$ cat src/sv/pts_pkg.sv
// ---------------------------------------------------------------------------
// pts_pkg
// Shared widths, codes and stage payload types of the piecewise-linear
// tanh / sigmoid unit.
// ---------------------------------------------------------------------------
package pts_pkg;

   // Field and datapath widths.
   localparam int DATA_WIDTH = 16;
   localparam int MAG_W      = 15;
   localparam int RES_W      = 14;
   localparam int OUT_W      = 15;
   localparam int PREC_W     = 4;

   // Configuration port geometry.
   localparam int CSR_ADDR_W = 3;
   localparam int CSR_DATA_W = 32;

   // Precision limits and reset value.
   localparam logic [PREC_W-1:0] PREC_MIN   = 4'd6;
   localparam logic [PREC_W-1:0] PREC_MAX   = 4'd13;
   localparam logic [PREC_W-1:0] PREC_RESET = 4'd10;

   // Function select codes.
   typedef enum logic [0:0] {
      CMD_TANH    = 1'b0,
      CMD_SIGMOID = 1'b1
   } cmd_type;

   // Register indexes.
   typedef enum logic [0:0] {
      REG_FRAC_BITS = 1'b0
   } reg_index_type;

   // Payload after the front stage: magnitude to feed the segment stage.
   typedef struct packed {
      cmd_type             cmd;
      logic                neg;
      logic [PREC_W-1:0]   prec;
      logic [MAG_W-1:0]    mag;
   } front_type;

   // Payload after the segment stage: tanh of the magnitude.
   typedef struct packed {
      cmd_type             cmd;
      logic                neg;
      logic [PREC_W-1:0]   prec;
      logic [RES_W-1:0]    tanh_mag;
   } seg_type;

endpackage

$ cat src/sv/pts_csr.sv
// ---------------------------------------------------------------------------
// pts_csr
// Configuration register block: holds frac_bits and supplies the clamped
// precision to the datapath.
// ---------------------------------------------------------------------------
module pts_csr (
   input  logic                            clock,
   input  logic                            reset,
   input  logic                            csr_psel,
   input  logic                            csr_penable,
   input  logic                            csr_pwrite,
   input  logic [pts_pkg::CSR_ADDR_W-1:0]  csr_paddr,
   input  logic [pts_pkg::CSR_DATA_W-1:0]  csr_pwdata,
   output logic [pts_pkg::CSR_DATA_W-1:0]  csr_prdata,
   output logic                            csr_pready,
   output logic [pts_pkg::PREC_W-1:0]      prec
);
   import pts_pkg::*;

   logic [PREC_W-1:0] frac_bits_ff;
   logic [PREC_W-1:0] frac_bits_in;
   reg_index_type     reg_index;
   logic              wr_hit;

   assign reg_index  = reg_index_type'(csr_paddr[CSR_ADDR_W-1]);
   assign wr_hit     = csr_psel && csr_penable && csr_pwrite;
   assign csr_pready = 1'b1;

   // Register write decode; unknown indexes are dropped.
   always_comb begin
      frac_bits_in = frac_bits_ff;
      if (wr_hit) begin
         case (reg_index)
            REG_FRAC_BITS: frac_bits_in = csr_pwdata[PREC_W-1:0];
            default:       frac_bits_in = frac_bits_ff;
         endcase
      end
   end

   always_ff @(posedge clock) begin
      if (reset) begin
         frac_bits_ff <= PREC_RESET;
      end else begin
         frac_bits_ff <= frac_bits_in;
      end
   end

   // Read mux.
   always_comb begin
      case (reg_index)
         REG_FRAC_BITS: csr_prdata = {{(CSR_DATA_W-PREC_W){1'b0}}, frac_bits_ff};
         default:       csr_prdata = '0;
      endcase
   end

   // The datapath only sees precisions in the supported range.
   always_comb begin
      if (frac_bits_ff < PREC_MIN) begin
         prec = PREC_MIN;
      end else if (frac_bits_ff > PREC_MAX) begin
         prec = PREC_MAX;
      end else begin
         prec = frac_bits_ff;
      end
   end

endmodule

$ cat src/sv/pts_front.sv
// ---------------------------------------------------------------------------
// pts_front
// First pipeline stage: saturating magnitude, sign capture and the halving
// of the argument for sigmoid.
// ---------------------------------------------------------------------------
module pts_front (
   input  logic                                clock,
   input  logic                                reset,
   input  logic                                in_valid,
   output logic                                in_ready,
   input  logic                                in_cmd,
   input  logic signed [pts_pkg::DATA_WIDTH-1:0] in_operand,
   input  logic [pts_pkg::PREC_W-1:0]          prec,
   output logic                                out_valid,
   input  logic                                out_ready,
   output pts_pkg::front_type                  out_data
);
   import pts_pkg::*;

   logic      valid_ff;
   logic      valid_in;
   front_type data_ff;
   front_type data_in;
   logic [MAG_W-1:0] mag;

   // The stage takes a beat when it is empty or its beat moves on.
   assign in_ready = !valid_ff || out_ready;
   assign valid_in = in_ready ? in_valid : valid_ff;

   // Magnitude, with the most negative code saturated first.
   always_comb begin
      if (!in_operand[DATA_WIDTH-1]) begin
         mag = in_operand[MAG_W-1:0];
      end else if (in_operand == {1'b1, {(DATA_WIDTH-1){1'b0}}}) begin
         mag = {MAG_W{1'b1}};
      end else begin
         mag = MAG_W'(-in_operand);
      end
   end

   always_comb begin
      data_in.cmd  = cmd_type'(in_cmd);
      data_in.neg  = in_operand[DATA_WIDTH-1];
      data_in.prec = prec;
      data_in.mag  = (cmd_type'(in_cmd) == CMD_SIGMOID) ? (mag >> 1) : mag;
   end

   always_ff @(posedge clock) begin
      if (reset) begin
         valid_ff <= 1'b0;
      end else begin
         valid_ff <= valid_in;
      end
   end

   always_ff @(posedge clock) begin
      if (in_ready && in_valid) begin
         data_ff <= data_in;
      end
   end

   assign out_valid = valid_ff;
   assign out_data  = data_ff;

endmodule

$ cat src/sv/pts_seg.sv
// ---------------------------------------------------------------------------
// pts_seg
// Second pipeline stage: segment compare and the five-piece tanh
// approximation of the magnitude.
// ---------------------------------------------------------------------------
module pts_seg (
   input  logic                clock,
   input  logic                reset,
   input  logic                in_valid,
   output logic                in_ready,
   input  pts_pkg::front_type  in_data,
   output logic                out_valid,
   input  logic                out_ready,
   output pts_pkg::seg_type    out_data
);
   import pts_pkg::*;

   logic    valid_ff;
   logic    valid_in;
   seg_type data_ff;
   seg_type data_in;

   logic [DATA_WIDTH-1:0] m;
   logic [DATA_WIDTH-1:0] fourth;
   logic [DATA_WIDTH-1:0] half;
   logic [DATA_WIDTH-1:0] one;
   logic [DATA_WIDTH-1:0] three_fourth;
   logic [DATA_WIDTH-1:0] one_fourth;
   logic [DATA_WIDTH-1:0] two_fourth;
   logic [DATA_WIDTH-1:0] five_64;
   logic [DATA_WIDTH-1:0] one_32;
   logic [DATA_WIDTH-1:0] quarter_m;
   logic [DATA_WIDTH-1:0] knee;
   logic [DATA_WIDTH-1:0] r;

   assign in_ready = !valid_ff || out_ready;
   assign valid_in = in_ready ? in_valid : valid_ff;

   // Breakpoints and offsets at the current precision.
   always_comb begin
      m            = DATA_WIDTH'(in_data.mag);
      fourth       = DATA_WIDTH'(1) << (in_data.prec - 4'd2);
      half         = DATA_WIDTH'(1) << (in_data.prec - 4'd1);
      one          = DATA_WIDTH'(1) << in_data.prec;
      three_fourth = (fourth << 1) + fourth;
      one_fourth   = one + fourth;
      two_fourth   = (one << 1) + fourth;
      five_64      = (DATA_WIDTH'(5)) << (in_data.prec - 4'd6);
      one_32       = DATA_WIDTH'(1) << (in_data.prec - 4'd5);
      quarter_m    = m >> 2;
   end

   // Piece select; the last sloped piece clamps at one.
   always_comb begin
      knee = (m >> 3) + (half + fourth - one_32);
      if (m <= fourth) begin
         r = m;
      end else if (m <= three_fourth) begin
         r = (quarter_m << 1) + quarter_m + five_64;
      end else if (m <= one_fourth) begin
         r = (m >> 1) + fourth;
      end else if (m <= two_fourth) begin
         r = (knee > one) ? one : knee;
      end else begin
         r = one;
      end
   end

   always_comb begin
      data_in.cmd      = in_data.cmd;
      data_in.neg      = in_data.neg;
      data_in.prec     = in_data.prec;
      data_in.tanh_mag = r[RES_W-1:0];
   end

   always_ff @(posedge clock) begin
      if (reset) begin
         valid_ff <= 1'b0;
      end else begin
         valid_ff <= valid_in;
      end
   end

   always_ff @(posedge clock) begin
      if (in_ready && in_valid) begin
         data_ff <= data_in;
      end
   end

   assign out_valid = valid_ff;
   assign out_data  = data_ff;

endmodule

$ cat src/sv/pts_back.sv
// ---------------------------------------------------------------------------
// pts_back
// Third pipeline stage and output register: sigmoid offset, sign restore
// and mirroring.
// ---------------------------------------------------------------------------
module pts_back (
   input  logic                                  clock,
   input  logic                                  reset,
   input  logic                                  in_valid,
   output logic                                  in_ready,
   input  pts_pkg::seg_type                      in_data,
   output logic                                  out_valid,
   input  logic                                  out_ready,
   output logic signed [pts_pkg::OUT_W-1:0]      out_value
);
   import pts_pkg::*;

   logic              valid_ff;
   logic              valid_in;
   logic [OUT_W-1:0]  value_ff;
   logic [OUT_W-1:0]  value_in;
   logic [RES_W-1:0]  one;
   logic [RES_W:0]    sum;
   logic [RES_W-1:0]  sig;
   logic [RES_W-1:0]  sig_signed;

   assign in_ready = !valid_ff || out_ready;
   assign valid_in = in_ready ? in_valid : valid_ff;

   // Sigmoid is the tanh value lifted by one and halved, mirrored below zero.
   always_comb begin
      one        = RES_W'(1) << in_data.prec;
      sum        = {1'b0, in_data.tanh_mag} + {1'b0, one};
      sig        = sum[RES_W:1];
      sig_signed = in_data.neg ? (one - sig) : sig;
   end

   always_comb begin
      case (in_data.cmd)
         CMD_SIGMOID: value_in = {1'b0, sig_signed};
         CMD_TANH: begin
            if (in_data.neg) begin
               value_in = -{1'b0, in_data.tanh_mag};
            end else begin
               value_in = {1'b0, in_data.tanh_mag};
            end
         end
         default: value_in = {1'b0, in_data.tanh_mag};
      endcase
   end

   always_ff @(posedge clock) begin
      if (reset) begin
         valid_ff <= 1'b0;
      end else begin
         valid_ff <= valid_in;
      end
   end

   always_ff @(posedge clock) begin
      if (in_ready && in_valid) begin
         value_ff <= value_in;
      end
   end

   assign out_valid = valid_ff;
   assign out_value = value_ff;

endmodule

$ cat src/sv/pwl_tanh_sigmoid_unit_top.sv
// ---------------------------------------------------------------------------
// pwl_tanh_sigmoid_unit_top
// Piecewise-linear tanh and sigmoid in signed fixed point, with the
// number of fraction bits set through the configuration port.
// ---------------------------------------------------------------------------
// Throughput: one beat per cycle through three register stages (front,
// segment, back); each stage holds its beat only while the next one stalls.
// Reset clears every stage valid bit and sets frac_bits to 10.
// ---------------------------------------------------------------------------
module pwl_tanh_sigmoid_unit_top (
   input  logic                                  clock,
   input  logic                                  reset,
   input  logic                                  req_valid,
   output logic                                  req_stall,
   input  logic                                  req_cmd,
   input  logic signed [pts_pkg::DATA_WIDTH-1:0] req_operand_value,
   output logic                                  rsp_valid,
   input  logic                                  rsp_stall,
   output logic signed [pts_pkg::OUT_W-1:0]      rsp_activation_value,
   input  logic                                  csr_psel,
   input  logic                                  csr_penable,
   input  logic                                  csr_pwrite,
   input  logic [pts_pkg::CSR_ADDR_W-1:0]        csr_paddr,
   input  logic [pts_pkg::CSR_DATA_W-1:0]        csr_pwdata,
   output logic [pts_pkg::CSR_DATA_W-1:0]        csr_prdata,
   output logic                                  csr_pready
);
   import pts_pkg::*;

   logic [PREC_W-1:0] prec;
   logic              front_ready;
   logic              front_valid;
   front_type         front_data;
   logic              seg_ready;
   logic              seg_valid;
   seg_type           seg_data;
   logic              back_ready;

   // Configuration registers.
   pts_csr u_csr (
      .clock       (clock),
      .reset       (reset),
      .csr_psel    (csr_psel),
      .csr_penable (csr_penable),
      .csr_pwrite  (csr_pwrite),
      .csr_paddr   (csr_paddr),
      .csr_pwdata  (csr_pwdata),
      .csr_prdata  (csr_prdata),
      .csr_pready  (csr_pready),
      .prec        (prec)
   );

   // Stage one: magnitude.
   pts_front u_front (
      .clock      (clock),
      .reset      (reset),
      .in_valid   (req_valid),
      .in_ready   (front_ready),
      .in_cmd     (req_cmd),
      .in_operand (req_operand_value),
      .prec       (prec),
      .out_valid  (front_valid),
      .out_ready  (seg_ready),
      .out_data   (front_data)
   );

   // Stage two: segment evaluation.
   pts_seg u_seg (
      .clock     (clock),
      .reset     (reset),
      .in_valid  (front_valid),
      .in_ready  (seg_ready),
      .in_data   (front_data),
      .out_valid (seg_valid),
      .out_ready (back_ready),
      .out_data  (seg_data)
   );

   // Stage three: sign and sigmoid finish.
   pts_back u_back (
      .clock     (clock),
      .reset     (reset),
      .in_valid  (seg_valid),
      .in_ready  (back_ready),
      .in_data   (seg_data),
      .out_valid (rsp_valid),
      .out_ready (!rsp_stall),
      .out_value (rsp_activation_value)
   );

   assign req_stall = !front_ready;

   // The input only stalls when every stage is holding a beat.
   a_stall_full: assert property (@(posedge clock) disable iff (reset)
      req_stall |-> (front_valid && seg_valid && rsp_valid))
      else $error("request stalled while a pipeline stage was empty");

   // A front beat that cannot move on is held unchanged.
   a_front_hold: assert property (@(posedge clock) disable iff (reset)
      (front_valid && !seg_ready) |=> (front_valid && $stable(front_data)))
      else $error("front stage beat changed while stalled");

   // The tanh magnitude never exceeds one at the beat's precision.
   a_tanh_bound: assert property (@(posedge clock) disable iff (reset)
      seg_valid |-> (seg_data.tanh_mag <= (RES_W'(1) << seg_data.prec)))
      else $error("tanh magnitude above one");

   // The carried precision stays inside the supported range.
   a_prec_range: assert property (@(posedge clock) disable iff (reset)
      seg_valid |-> (seg_data.prec >= PREC_MIN && seg_data.prec <= PREC_MAX))
      else $error("precision out of range in segment stage");

endmodule
$ cat config.mk
export PLATFORM = sky130hd
export DESIGN_NAME = pwl_tanh_sigmoid_unit_top
export DESIGN_NICKNAME = d
export VERILOG_FILES = /design/src/sv/pts_pkg.sv /design/src/sv/pts_csr.sv /design/src/sv/pts_front.sv /design/src/sv/pts_seg.sv /design/src/sv/pts_back.sv /design/src/sv/pwl_tanh_sigmoid_unit_top.sv
export SDC_FILE = /design/constraint.sdc
export NUM_CORES = 1
export LEC_CHECK = 0
export ABC_AREA = 1
export BUFFER_PORTS_ARGS = -buffer_cell sky130_fd_sc_hd__buf_2
export CAP_MARGIN = 20
export CORE_MARGIN = 3
export CORE_UTILIZATION = 57
export CTS_BUF_LIST = sky130_fd_sc_hd__clkbuf_2 sky130_fd_sc_hd__clkbuf_4 sky130_fd_sc_hd__clkbuf_8
export DETAILED_ROUTE_END_ITERATION = 7
export PLACE_DENSITY = 0.76
export SYNTH_ARGS = -nofsm -noshare
export SYNTH_HDL_FRONTEND = slang
export SYNTH_HIERARCHICAL = 1
export SYNTH_SLANG_ARGS = --single-unit
$ cat constraint.sdc
create_clock -name clock -period 10.15 [get_ports clock]
set_input_delay 1.5225 -clock clock [delete_from_list [all_inputs] [get_ports clock]]
set_output_delay 1.5225 -clock clock [all_outputs]
set_load 0.05 [all_outputs]
==> results.sh <==
export IMPL_cts_reportedPaths_clkPinSlew_ns=0.09
export IMPL_start_kind="flop"
export IMPL_hold_viol=0
export IMPL_clk_latency_ns=0.37
export IMPL_cp_num_cells=31
export IMPL_relSlewSlack_pct=32.87
export IMPL_leakage_nw=7.604
export IMPL_slowest_stage="nor2_1"
export IMPL_hold_ws_ns=0.4319
export IMPL_seq_area_frac_synth_pct=13.50
export IMPL_p_clk_share_pct=13.3
export IMPL_antenna_left=0
export IMPL_combPwrFrac_pct=64.4
export IMPL_cp_top_family="simple AND/OR/NAND/NOR gates"
export IMPL_dieWidth_um=159.8
export IMPL_min_period_ns=7.246
export IMPL_crit_type="reg2reg"
export IMPL_cts_tree="yes"
export IMPL_synth_top_cell_by_area="nand2_1"
export IMPL_ctsHoldBuffers=0
export IMPL_drt_iter0_markers=1132
export IMPL_overflow=0
export IMPL_grt_pass1_vias=13180
export IMPL_slowest_delay_ns=0.76
export IMPL_met1_usage_pct=37.51
export IMPL_fin_setup_tns_ns=0
export IMPL_r2r_cells=31
export IMPL_die_area_um2=25550
export IMPL_seq_power_share_pct=22.3
export IMPL_max_cap_violations=0
export IMPL_multi_input_comb_area_um2=10230
export IMPL_slew_violations=0
export IMPL_holdPathStages=0
export IMPL_rsz0062_at_grt="false"
export IMPL_rows=55
export IMPL_fp_dieH_um=159.8
export IMPL_skew_ns=0.01633
export IMPL_grt_util_all_layers_pct=31.80
export IMPL_hp_class="reg2reg"
export IMPL_pre_cts_ws_ns=3.091
export IMPL_worstPathRequired_ns=10.26
export IMPL_synth_area_um2=13490
export IMPL_top_usage_layer="met2"
export IMPL_setup_slack_ns=2.904
export IMPL_ff_latch_area_um2=1822
export IMPL_gp_congestion=1.054
export IMPL_port_buffers=49
export IMPL_p_sw_share_pct=52.06
export IMPL_cts_resized=0
export IMPL_power_switching_mw=0.8113
export IMPL_arrival_ns=7.36
export IMPL_start_util_pct=58.87
export IMPL_p_int_mw=0.7469
export IMPL_worstPathMaxFanout=16
export IMPL_netlist_top_cells_area="nand2_1 (17%), ha_1 (16%), edfxtp_1 (12%)"
export IMPL_clock_root_buffer="clkbuf_8"
export IMPL_viasPerCell=5.591
export IMPL_first_pass_iters=6
export IMPL_yosysTopAreaCellShare_pct=16.72
export IMPL_grt_start_max_net_pins=27
export IMPL_numCtsBuffers=9
export IMPL_period_share_pct=71.39
export IMPL_fin_area_um2=14230
export IMPL_nFillCells=2247
export IMPL_ys_flop_type="edfxtp_1"
export IMPL_routed_wl_um=40970
export IMPL_fin_cells=2479
export IMPL_ys_warn_count=6
export IMPL_grt_antenna_before_repair=0
export IMPL_synth_cell_types=51
export IMPL_num_antenna_cells=0
export IMPL_power_density_nw_per_um2=109.5
export IMPL_netlist_instances=2109
export IMPL_core_um2=22920
export IMPL_nNetsFinal=2441
export IMPL_met3_usage_pct=3.658
export IMPL_wl_per_cell_um=16.53
export IMPL_ir_drop_mv=0.05860
export IMPL_avgSynthCellArea_um2=6.397
export IMPL_vias=13860
export IMPL_cts_sinks=63
export IMPL_setup_violations=0
export IMPL_drc=0
export IMPL_placed_area_um2=14030
export IMPL_synth_edff_count=56
export IMPL_synth_async_reset_ratio_pct=0
export IMPL_worstMarginPinSlew_ns=1.003
export IMPL_critPathBufInv=6
export IMPL_drive_above_1_share_pct=7.618
export IMPL_status="finished, final reports clean"
export IMPL_ys_seq_elements=63
export IMPL_dpl_hpwl_um=33170
export IMPL_area_growth_syn_to_layout_pct=5.510
export IMPL_max_clock_freq_mhz=138.0
export IMPL_post_cts_buffers=0
export IMPL_grtUsageMet2_pct=55.93
export IMPL_endpoint_kind="flop"
export IMPL_critPathMostFrequentCell="nand2_1"
export IMPL_h_tree_depth=3
export IMPL_ctsLongestPathBuffers=2
export IMPL_place_inst=2461
export IMPL_pin_count=109
export IMPL_grt_pass1_wl_um=65440
[cell usage after synthesis (2+ instances only)]
master and number:
nor2_4 6, buf_4 31, a41oi_1 2, nor2_1 189, nor3_1 23, nand2_1 601, xnor2_1 28, a211oi_1 2
a21o_1 6, fa_1 44, o31ai_1 2, clkbuf_1 12, o21ai_1 5, inv_1 299, o221ai_1 2, o211ai_1 2
nand3_2 13, nor2_2 11, a31oi_1 8, inv_2 15, conb_1 2, o21ai_0 60, and2_1 3, nand2_4 3
ha_1 177, o21a_1 6, edfxtp_1 56, nand4_1 46, or2_2 6, nand3_1 170, buf_2 13, a21oi_1 147
xor2_1 57, nand3b_1 7, o21bai_1 13, a21boi_0 2, dfxtp_1 7, buf_6 2, o2111ai_1 2, nor4_1 2
nor2_8 2, nand2_2 16
[flip-flops by register name (all words and copies together) (netlist names)]
name                flops
u_front/out_data       21
u_seg/out_data         20
u_back/out_value       15
u_csr/frac_bits_ff      4
u_back/out_valid        1
u_front/out_valid       1
u_seg/out_valid         1
[metal layers]
metal	routed length (µm)	part of all wire (%)
met1	16120	39
met2	19530	48
met3	2665	6.5
met5	0	0
met4	2655	6.5
[cells by family after synthesis]
kind of cell / Yosys count / share of synthesized area, %
xor gates and xnor gates: 85 / 5.519
adders and majority gates: 221 / 22.95
buffers and inverters: 373 / 11.47
AOI/OAI and AO/OA: 262 / 10.67
other: 2 / 0.05567
and+or+nand+nor: 1103 / 35.84
DFF: 63 / 13.50
[power groups by stage]
| stage | combinational (mW) | sequential (mW) | clock [mW] |
|---|---|---|---|
| 3_3_place_gp | 0.963 | 0.353 | 0 |
| 6_report | 1.00 | 0.348 | 0.208 |
| 5_1_grt | 1.14 | 0.350 | 0.227 |
| 3_5_place_dp | 0.984 | 0.353 | 0 |
| 4_1_cts | 0.989 | 0.348 | 0.214 |
| 2_1_floorplan | 0.754 | 0.350 | 0 |
[metrics by stage]
step	util, %	power, mW
finish	62.11	1.558
global route	62.11	1.715
CTS	62.00	1.551
detailed placement	61.22	1.337
global placement	61.22	1.316
floorplan	-	1.104
[final cells by class]
class | count | area share [%]
Clock buffer | 9 | 0.8703
Sequential cell | 63 | 12.80
Multi-Input combinational cell | 1700 | 71.87
Tap cell | 313 | 2.751
Inverter | 315 | 8.307
Clock inverter | 7 | 0.3868
Timing Repair Buffer | 72 | 3.015
[worst paths after layout]
check	startpoint	slack (ns)	to
setup / recovery	u_front/out_data[17]$_DFFE_PP_	2.90	u_seg/out_data[8]$_DFFE_PP_
hold / removal	u_front/out_data[20]$_DFFE_PP_	0.43	u_seg/out_data[19]$_DFFE_PP_
setup reg to reg	u_front/out_data[17]$_DFFE_PP_	2.90	u_seg/out_data[8]$_DFFE_PP_
hold reg to reg	u_front/out_data[20]$_DFFE_PP_	0.43	u_seg/out_data[19]$_DFFE_PP_
[placed cells by master, fill, tap and decap left out, types with 46 or more instances in the layout]
cell type | synthesis | final
nand2_1 | 601 | 601
inv_1 | 299 | 299
nor2_1 | 189 | 189
ha_1 | 177 | 177
nand3_1 | 170 | 170
a21oi_1 | 147 | 145
o21ai_0 | 60 | 60
xor2_1 | 57 | 57
edfxtp_1 | 56 | 56
buf_2 | 13 | 49
nand4_1 | 46 | 46
[worst reg2reg max path: cells and delay by family (launching register included)]
family	cells	cell delay (ns)
AOI/OAI and AO/OA	3	0.84
xor gates and xnor gates	1	0.10
adders and majority gates	5	1.90
buffers and inverters	6	0.56
DFF	1	0.66
and+or+nand+nor	16	2.97
No activity file was read; power rests on OpenSTA's default activity.
